[config.mk]
export PLATFORM = sky130hd
export DESIGN_NAME = shot_detect_heat_tracker_flat
export DESIGN_NICKNAME = d
export VERILOG_FILES = /design/src/sdht_pkg.sv /design/src/sdht_in_if.sv /design/src/sdht_out_if.sv /design/src/shot_detect_heat_tracker.sv /design/src/flat_wrapper.sv
export SDC_FILE = /design/constraint.sdc
export NUM_CORES = 1
export LEC_CHECK = 0
export BUFFER_PORTS_ARGS = -buffer_cell sky130_fd_sc_hd__buf_2
export CORE_UTILIZATION = 50
export CTS_BUF_LIST = sky130_fd_sc_hd__clkbuf_8
export CTS_CLUSTER_SIZE = 28
export DETAILED_ROUTE_END_ITERATION = 10
export GPL_ROUTABILITY_DRIVEN = 0
export PLACE_DENSITY_LB_ADDON = 0.15
export SETUP_SLACK_MARGIN = 0.2
export SYNTH_ARGS = -nofsm -noshare
export SYNTH_HDL_FRONTEND = slang
export SYNTH_SLANG_ARGS = --single-unit
[constraint.sdc]
create_clock -name i_clk -period 7.9 [get_ports i_clk]
set_input_delay 1.975 -clock i_clk [delete_from_list [all_inputs] [get_ports i_clk]]
set_output_delay 1.975 -clock i_clk [all_outputs]
set_load 0.01 [all_outputs]
[src/sdht_pkg.sv]
// Package with the types and constants of the shot detection and heat tracker.
package sdht_pkg;

    // Configuration register indexes.
    typedef enum logic [1:0] {
        CFG_HEAT_PER_SHOT   = 2'd0,
        CFG_DROP_THRESHOLD  = 2'd1,
        CFG_RISE_THRESHOLD  = 2'd2,
        CFG_OVERRIDE_MARGIN = 2'd3
    } t_cfg_idx;

    localparam int unsigned CFG_IDX_W  = 2;
    localparam int unsigned CFG_DATA_W = 16;

    localparam logic [15:0] RST_HEAT_PER_SHOT   = 16'd10;
    localparam logic [15:0] RST_DROP_THRESHOLD  = 16'd220;
    localparam logic [15:0] RST_RISE_THRESHOLD  = 16'd30;
    localparam logic [15:0] RST_OVERRIDE_MARGIN = 16'd15;

    // Heat is kept in thousandths of a heat unit.
    localparam int unsigned MILLI_W = 10;
    localparam logic [MILLI_W-1:0] MILLI = 10'd1000;

    // A 16-bit value times 1000 fits in this many bits.
    localparam int unsigned MILLI_PROD_W = 16 + MILLI_W;

    localparam logic [15:0] SPEED_MAX = 16'hFFFF;
    localparam logic [31:0] COUNT_MAX = 32'hFFFF_FFFF;

    typedef struct packed {
        logic signed [16:0] wheel_speed;
        logic [15:0]        cooling_rate;
        logic [15:0]        referee_heat;
        logic [15:0]        cooling_limit;
    } t_in_item;

    typedef struct packed {
        logic [31:0] heat_milli;
        logic [31:0] shots_fired;
        logic        shot_seen;
        logic        armed;
    } t_out_item;

endpackage

[src/sdht_in_if.sv]
// Valid/ready channel that carries one input item per transaction.
interface sdht_in_if;
    logic               valid;
    logic               ready;
    sdht_pkg::t_in_item data;

    modport source (output valid, output data, input ready);
    modport sink (input valid, input data, output ready);
endinterface

[src/sdht_out_if.sv]
// Valid/ready channel that carries one result item per transaction.
interface sdht_out_if;
    logic                valid;
    logic                ready;
    sdht_pkg::t_out_item data;

    modport source (output valid, output data, input ready);
    modport sink (input valid, input data, output ready);
endinterface

[src/shot_detect_heat_tracker.sv]
// Shot detector and heat tracker: each input transaction gives one result via
// the stage 1 registers and the output register. A new transaction can be
// accepted in every cycle unless stage 1 is full and the output stalls, so the
// sustained rate is one item per clock without back-pressure. The speed history
// lives in a circular memory of WINDOW entries; each accepted transaction reads
// the sample taken WINDOW items earlier and overwrites it with the new magnitude
// at the same edge, so no forwarding is needed. The heat, shot count and armed
// flag are updated in the second stage by a feedback loop; the output register
// lets a new transaction enter while a result waits to be taken.
module shot_detect_heat_tracker #(
    parameter int unsigned WINDOW = 8
) (
    input  logic                                 i_clk,
    input  logic                                 i_rst_n,
    input  logic                                 i_cfg_we,
    input  logic [sdht_pkg::CFG_IDX_W-1:0]       i_cfg_idx,
    input  logic [sdht_pkg::CFG_DATA_W-1:0]      i_cfg_data,
    sdht_in_if.sink                              i_in,
    sdht_out_if.source                           o_out
);

    localparam int unsigned AW    = (WINDOW > 1) ? $clog2(WINDOW) : 1;
    localparam int unsigned FILLW = $clog2(WINDOW + 1);
    localparam int unsigned LIMW  = 16 + $clog2(WINDOW + 1);
    localparam int unsigned PW    = sdht_pkg::MILLI_PROD_W;

    localparam logic [AW-1:0]    LAST_ADDR = AW'(WINDOW - 1);
    localparam logic [FILLW-1:0] FILL_FULL = FILLW'(WINDOW);

    // Configuration registers and their scaled copies.
    logic [15:0]     r_heat_per_shot;
    logic [15:0]     r_drop_threshold;
    logic [15:0]     r_rise_threshold;
    logic [15:0]     r_override_margin;
    logic [LIMW-1:0] r_fall_lim;
    logic [LIMW-1:0] r_rise_lim;
    logic [PW-1:0]   r_shot_heat;

    always_ff @(posedge i_clk) begin
        if (!i_rst_n) begin
            r_heat_per_shot   <= sdht_pkg::RST_HEAT_PER_SHOT;
            r_drop_threshold  <= sdht_pkg::RST_DROP_THRESHOLD;
            r_rise_threshold  <= sdht_pkg::RST_RISE_THRESHOLD;
            r_override_margin <= sdht_pkg::RST_OVERRIDE_MARGIN;
        end else if (i_cfg_we) begin
            unique case (sdht_pkg::t_cfg_idx'(i_cfg_idx))
                sdht_pkg::CFG_HEAT_PER_SHOT:   r_heat_per_shot   <= i_cfg_data;
                sdht_pkg::CFG_DROP_THRESHOLD:  r_drop_threshold  <= i_cfg_data;
                sdht_pkg::CFG_RISE_THRESHOLD:  r_rise_threshold  <= i_cfg_data;
                sdht_pkg::CFG_OVERRIDE_MARGIN: r_override_margin <= i_cfg_data;
                default: ;
            endcase
        end
    end

    always_ff @(posedge i_clk) begin
        r_fall_lim  <= LIMW'(r_drop_threshold) * LIMW'(WINDOW);
        r_rise_lim  <= LIMW'(r_rise_threshold) * LIMW'(WINDOW);
        r_shot_heat <= PW'(r_heat_per_shot) * PW'(sdht_pkg::MILLI);
    end

    // Handshake control.
    logic r_s1_valid;
    logic r_out_valid;
    logic out_stall;
    logic in_accept;
    logic s1_adv;

    assign out_stall = r_out_valid && !o_out.ready;
    assign i_in.ready = !(r_s1_valid && out_stall);
    assign in_accept = i_in.valid && i_in.ready;
    assign s1_adv = r_s1_valid && !out_stall;

    // Stage 0: magnitude, override test, history memory access.
    logic [16:0] neg_speed;
    logic [16:0] abs_speed;
    logic [15:0] mag;
    logic [16:0] override_lvl;
    logic        override_hit;

    always_comb begin
        neg_speed = 17'd0 - 17'(i_in.data.wheel_speed);
        abs_speed = i_in.data.wheel_speed[16] ? neg_speed : 17'(i_in.data.wheel_speed);
        mag = abs_speed[16] ? sdht_pkg::SPEED_MAX : abs_speed[15:0];
        override_lvl = {1'b0, i_in.data.cooling_limit} + {1'b0, r_override_margin};
        override_hit = {1'b0, i_in.data.referee_heat} >= override_lvl;
    end

    logic [15:0]      r_speed_mem [WINDOW];
    logic [15:0]      r_old_speed;
    logic [AW-1:0]    r_wr_addr;
    logic [FILLW-1:0] r_fill;

    // Read-first access: the old sample comes out as the new one goes in.
    always_ff @(posedge i_clk) begin
        if (in_accept) begin
            r_old_speed <= r_speed_mem[r_wr_addr];
            r_speed_mem[r_wr_addr] <= mag;
        end
    end

    always_ff @(posedge i_clk) begin
        if (!i_rst_n) begin
            r_wr_addr <= '0;
            r_fill    <= '0;
        end else if (in_accept) begin
            r_wr_addr <= (r_wr_addr == LAST_ADDR) ? '0 : r_wr_addr + AW'(1);
            if (r_fill != FILL_FULL) begin
                r_fill <= r_fill + FILLW'(1);
            end
        end
    end

    // Stage 1 registers.
    logic [15:0]    r_s1_new;
    logic [15:0]    r_s1_cool;
    logic [PW-1:0]  r_s1_ref_milli;
    logic           r_s1_override;
    logic           r_s1_full;

    always_ff @(posedge i_clk) begin
        if (!i_rst_n) begin
            r_s1_valid <= 1'b0;
        end else begin
            r_s1_valid <= in_accept || (r_s1_valid && out_stall);
        end
    end

    always_ff @(posedge i_clk) begin
        if (in_accept) begin
            r_s1_new       <= mag;
            r_s1_cool      <= i_in.data.cooling_rate;
            r_s1_ref_milli <= PW'(i_in.data.referee_heat) * PW'(sdht_pkg::MILLI);
            r_s1_override  <= override_hit;
            r_s1_full      <= (r_fill == FILL_FULL);
        end
    end

    // Stage 1: heat step and shot detection against the running state.
    logic [31:0] r_heat;
    logic [31:0] r_shots;
    logic        r_armed;

    logic [31:0]     cooled;
    logic [31:0]     heat_mid;
    logic [32:0]     heat_sum;
    logic [LIMW:0]   new_plus_fall;
    logic [LIMW:0]   old_plus_rise;
    logic            fell;
    logic            rose;
    logic            shot;
    logic            n_armed;
    logic [31:0]     n_heat;
    logic [31:0]     n_shots;

    always_comb begin
        cooled   = (r_heat > 32'(r_s1_cool)) ? r_heat - 32'(r_s1_cool) : 32'd0;
        heat_mid = r_s1_override ? 32'(r_s1_ref_milli) : cooled;

        new_plus_fall = (LIMW + 1)'(r_s1_new) + (LIMW + 1)'(r_fall_lim);
        old_plus_rise = (LIMW + 1)'(r_old_speed) + (LIMW + 1)'(r_rise_lim);
        fell = r_s1_full && ((LIMW + 1)'(r_old_speed) > new_plus_fall);
        rose = r_s1_full && !fell && ((LIMW + 1)'(r_s1_new) > old_plus_rise);
        shot = rose && r_armed;

        n_armed = fell ? 1'b1 : (shot ? 1'b0 : r_armed);

        heat_sum = {1'b0, heat_mid} + 33'(r_shot_heat);
        if (shot) begin
            n_heat = heat_sum[32] ? sdht_pkg::COUNT_MAX : heat_sum[31:0];
        end else begin
            n_heat = heat_mid;
        end

        if (shot && (r_shots != sdht_pkg::COUNT_MAX)) begin
            n_shots = r_shots + 32'd1;
        end else begin
            n_shots = r_shots;
        end
    end

    always_ff @(posedge i_clk) begin
        if (!i_rst_n) begin
            r_heat  <= '0;
            r_shots <= '0;
            r_armed <= 1'b0;
        end else if (s1_adv) begin
            r_heat  <= n_heat;
            r_shots <= n_shots;
            r_armed <= n_armed;
        end
    end

    // Output register.
    sdht_pkg::t_out_item r_out_data;

    always_ff @(posedge i_clk) begin
        if (!i_rst_n) begin
            r_out_valid <= 1'b0;
        end else if (!out_stall) begin
            r_out_valid <= r_s1_valid;
        end
    end

    always_ff @(posedge i_clk) begin
        if (s1_adv) begin
            r_out_data.heat_milli  <= n_heat;
            r_out_data.shots_fired <= n_shots;
            r_out_data.shot_seen   <= shot;
            r_out_data.armed       <= n_armed;
        end
    end

    assign o_out.valid = r_out_valid;
    assign o_out.data  = r_out_data;

endmodule

[src/flat_wrapper.sv]
// flat-port wrapper written by rule: the top's interface ports become plain ports
module shot_detect_heat_tracker_flat 
#(
    parameter int unsigned WINDOW = 8
)
  (i_clk, i_rst_n, i_cfg_we, i_cfg_idx, i_cfg_data, i_in_valid, i_in_data, i_in_ready, o_out_valid, o_out_data, o_out_ready);
  sdht_in_if i_in_i ();
  sdht_out_if o_out_i ();
  input  logic i_clk;
  input  logic i_rst_n;
  input  logic i_cfg_we;
  input  logic [sdht_pkg::CFG_IDX_W-1:0] i_cfg_idx;
  input  logic [sdht_pkg::CFG_DATA_W-1:0] i_cfg_data;
  input wire logic [$bits(i_in_i.valid)-1:0] i_in_valid;
  input wire logic [$bits(i_in_i.data)-1:0] i_in_data;
  output wire logic [$bits(i_in_i.ready)-1:0] i_in_ready;
  output wire logic [$bits(o_out_i.valid)-1:0] o_out_valid;
  output wire logic [$bits(o_out_i.data)-1:0] o_out_data;
  input wire logic [$bits(o_out_i.ready)-1:0] o_out_ready;
  assign i_in_i.valid = i_in_valid;
  assign i_in_i.data = i_in_data;
  assign i_in_ready = i_in_i.ready;
  assign o_out_valid = o_out_i.valid;
  assign o_out_data = o_out_i.data;
  assign o_out_i.ready = o_out_ready;
  shot_detect_heat_tracker #(.WINDOW(WINDOW)) u_core (.i_clk(i_clk), .i_rst_n(i_rst_n), .i_cfg_we(i_cfg_we), .i_cfg_idx(i_cfg_idx), .i_cfg_data(i_cfg_data), .i_in(i_in_i), .o_out(o_out_i));
endmodule
==> reports/metrics.yaml <==
final_layout:
  fillers: 4577
  syn2layout_area_growth_pct: 11.2
  drive_gt1_share_pct: 11.5
  diodes: 0
  final_cell_mix: "nand2_1 (268), edfxtp_1 (267), ha_1 (241)"
  fin_cells: 3460
  fin_nets: 3141
  multi_input_area_um2: 14500
  seq_area_um2: 11900
  final_common_cell: "nand2_1"
  final_util_pct: 56.2
routing:
  dr.first_iter.drc_count: 1317
  finalWirelength_mm: 66.0
  num_vias: 19900
  avgViaCountPerCell: 5.75
  post_drt_wl_per_cell_um: 19.1
  firstDrtPassIters: 6
  drtAntennaViolNets: 0
  drc: 0
timing:
  holdWs_ns: 0.340
  fin_tns_setup_ns: 0
  tightest_slew_ns: 1.16
  hold_violations: 0
  max_freq_ghz: 0.150
  finalCritPeriodShare_pct: 84.4
  finalSetupViolations: 0
  rsz0062_at_grt: "false"
  fin_skew_ns: 0.0338
  max_slew_margin_pct: 22.2
  slew_viol_final: 0
  period_needed_ns: 6.67
die:
  die_x_um: 235
  die_h_um: 235
  ios: 156
  dieArea_um2: 55200
  core.rowCount: 85
  core_region_area_um2: 53700
  initial_core_util_pct: 50.5
worst_setup_path:
  endpoint_kind: "register"
  worstPathMaxFanout: 18
  ff2ff_path_depth: 25
  cp-start-kind: "register"
  cp.arrival_ns: 7.20
  critPathKind: "register to register"
  required_ns: 8.43
grt:
  grt_pass1_wl_mm: 105
  overflow: 0
  grt_pass1_vias: 19500
  antenna_found_initial: 0
  grt.total_usage_pct: 24.0
  grt_start_max_net_pins: 76
synth:
  avgSynthCellArea_um2: 10.7
  yosys_warnings: 0
  synth_nets: 2983
  ys_ff_latch: 460
  syn_area_um2: 27100
  synth-main-ff-cell: "edfxtp_1"
  async_flop_share_pct: 0
  syn_inst: 2541
  synth-edff-count: 267
  yosysUniqueCellTypes: 87
  yosysSeqAreaShare_pct: 43.8
placed_design:
  hpwl_mm: 47.7
  portBuffers: 155
  dp_cells: 3315
power_and_ir_drop:
  p_switching_mw: 2.64
  leakage_nw: 12.6
  p_int_mw: 5.20
  power.density_nw_per_um2: 260
  clockPowerShare_pct: 28.3
  seqPwrFrac_pct: 37.5
  combPwrFrac_pct: 34.3
  irDropWorstVdd_uv: 195
  switching_share_pct: 33.6
clocking:
  cts_htree_levels: 3
  cts-resized-gates: 0
  cts_buffer_depth: 3
  clk_latency_ns: 0.66
  clkSinkCount: 460
  clk_transition_reported_paths_ns: 0.07
  cts_tree: "done"
  numCtsBuffers: 78
  cts_hold_buf: 0
  cts_setup_buffers: 0
  root_buffer: "clkbuf_8"
run_status:
  status: "finished clean"
worst_hold_path:
  holdCritPathClass: "register to register"
  holdPathStages: 0
job:
  drv_cap: 0
state kept, by name (all words and copies together) (netlist names):
| name | flops |
|---|---|
| u_core.r_s1_valid | 1 |
| u_core.r_fill | 4 |
| u_core.r_s1_cool | 16 |
| u_core.r_speed_mem | 128 |
| u_core.r_drop_threshold | 16 |
| u_core.r_s1_override | 1 |
| u_core.r_s1_full | 1 |
| u_core.r_s1_new | 16 |
| u_core.r_s1_ref_milli | 23 |
| u_core.r_old_speed | 16 |
| u_core.r_shots | 32 |
| u_core.o_out.data | 66 |
| u_core.r_rise_threshold | 16 |
| u_core.r_shot_heat | 23 |
| u_core.r_fall_lim | 16 |
| u_core.r_override_margin | 16 |
| u_core.r_heat_per_shot | 16 |
| u_core.r_rise_lim | 16 |
| u_core.r_wr_addr | 3 |
| u_core.r_armed | 1 |
| u_core.r_heat | 32 |
| u_core.o_out.valid | 1 |
cells by family after synthesis:
| kind of cell | count (synthesis) | synth area share (%) |
|---|---|---|
| compound gates | 569 | 13.9 |
| buf+inv | 201 | 2.89 |
| fa+ha+maj | 354 | 19.5 |
| xor+xnor | 177 | 5.71 |
| mux | 18 | 0.673 |
| simple gates | 762 | 13.6 |
| flops | 460 | 43.8 |
path summary, 6_finish.rpt:
kind	from	to	slack [ns]
worst min register to register	u_core.r_rise_threshold[8]$_SDFFE_PN0P_	u_core.r_rise_lim[11]$_DFF_P_	0.34
worst max-delay path	u_core.r_s1_cool[0]$_DFFE_PP_	u_core.r_heat[31]$_SDFFE_PN0P_	1.23
worst min-delay path	u_core.r_rise_threshold[8]$_SDFFE_PN0P_	u_core.r_rise_lim[11]$_DFF_P_	0.34
worst max register to register	u_core.r_s1_cool[0]$_DFFE_PP_	u_core.r_heat[31]$_SDFFE_PN0P_	1.23
Yosys cell counts (all sizes together), types with 13 or more instances:
library cell  number  area [um2]
nand2            268        1010
edfxtp           267        8020
ha               241        3020
dfxtp            193        3860
a21oi            160         801
nor2             146         548
fa               113        2260
inv              109         409
xnor2            105         920
o21ai             97         500
clkbuf            78         293
nand3             76         385
a22oi             72         541
xor2              72         631
nor3              48         240
a21o              47         353
nand4             45         282
and3              43         274
nand2b            32         200
a31oi             27         169
a211oi            23         178
o21a              19         150
nor2b             18         113
o211ai            18         135
or3               17         116
mux2i             16         160
o31ai             16         120
o21bai            14         105
buf               13        78.8
stage by stage:
stage / setup WS, ns / power, mW / instance area (um2)
2_1_floorplan: 1.50 / 4.98 / 27100
3_3_place_gp: 1.08 / 5.58 / 28500
3_5_place_dp: 0.917 / 5.65 / 28500
4_1_cts: 1.37 / 7.90 / 30200
5_1_grt: 0.862 / 8.34 / 30200
6_report: 1.23 / 7.84 / 30200
critical path, cell delays in order (launching register included):
cell	delay, ns
edfxtp_1	0.37
ha_1	0.21
inv_1	0.07
fa_1	0.24
a211oi_2	0.09
o21ai_1	0.29
o311ai_2	0.18
o21ai_1	0.79
a21oi_1	0.27
buf_4	0.29
a211oi_1	0.28
a21oi_1	0.11
inv_1	0.08
ha_1	0.19
fa_1	0.22
a21o_1	0.16
a2111oi_0	0.09
buf_4	0.15
a221o_1	0.34
a2111oi_0	0.58
nor3_1	0.17
nor2_1	0.15
o21ai_1	0.13
or4b_2	0.69
mux2i_1	0.16
o21ba_2	0.21
power by group through the flow:
stage | logic (mW) | clock network [mW] | registers [mW]
after floorplan | 2.03 | 0 | 2.95
after global placement | 2.59 | 0 | 2.99
after detailed placement | 2.66 | 0 | 2.99
after CTS | 2.68 | 2.27 | 2.94
after global routing | 3.00 | 2.38 | 2.95
final | 2.69 | 2.22 | 2.94
routing by layer:
| layer | vias to the layer above | routed length (um) | GRT usage (%) |
|---|---|---|---|
| li1 | 9593 | - | - |
| met1 | 9659 | 28700 | 31.7 |
| met2 | 522 | 32100 | 40.1 |
| met3 | 130 | 3540 | 4.10 |
| met4 | 0 | 1700 | 7.74 |
| met5 | - | 0 | 0 |
layout make-up:
type | instances | share of cell area, %
Clock buffer | 85 | 3.88
Clock inverter | 60 | 1.53
Inverter | 110 | 1.38
Multi-Input combinational cell | 1880 | 48.0
Sequential cell | 460 | 39.4
Tap cell | 696 | 2.89
Timing Repair Buffer | 169 | 2.92
Power figures use the tool's default switching activity.
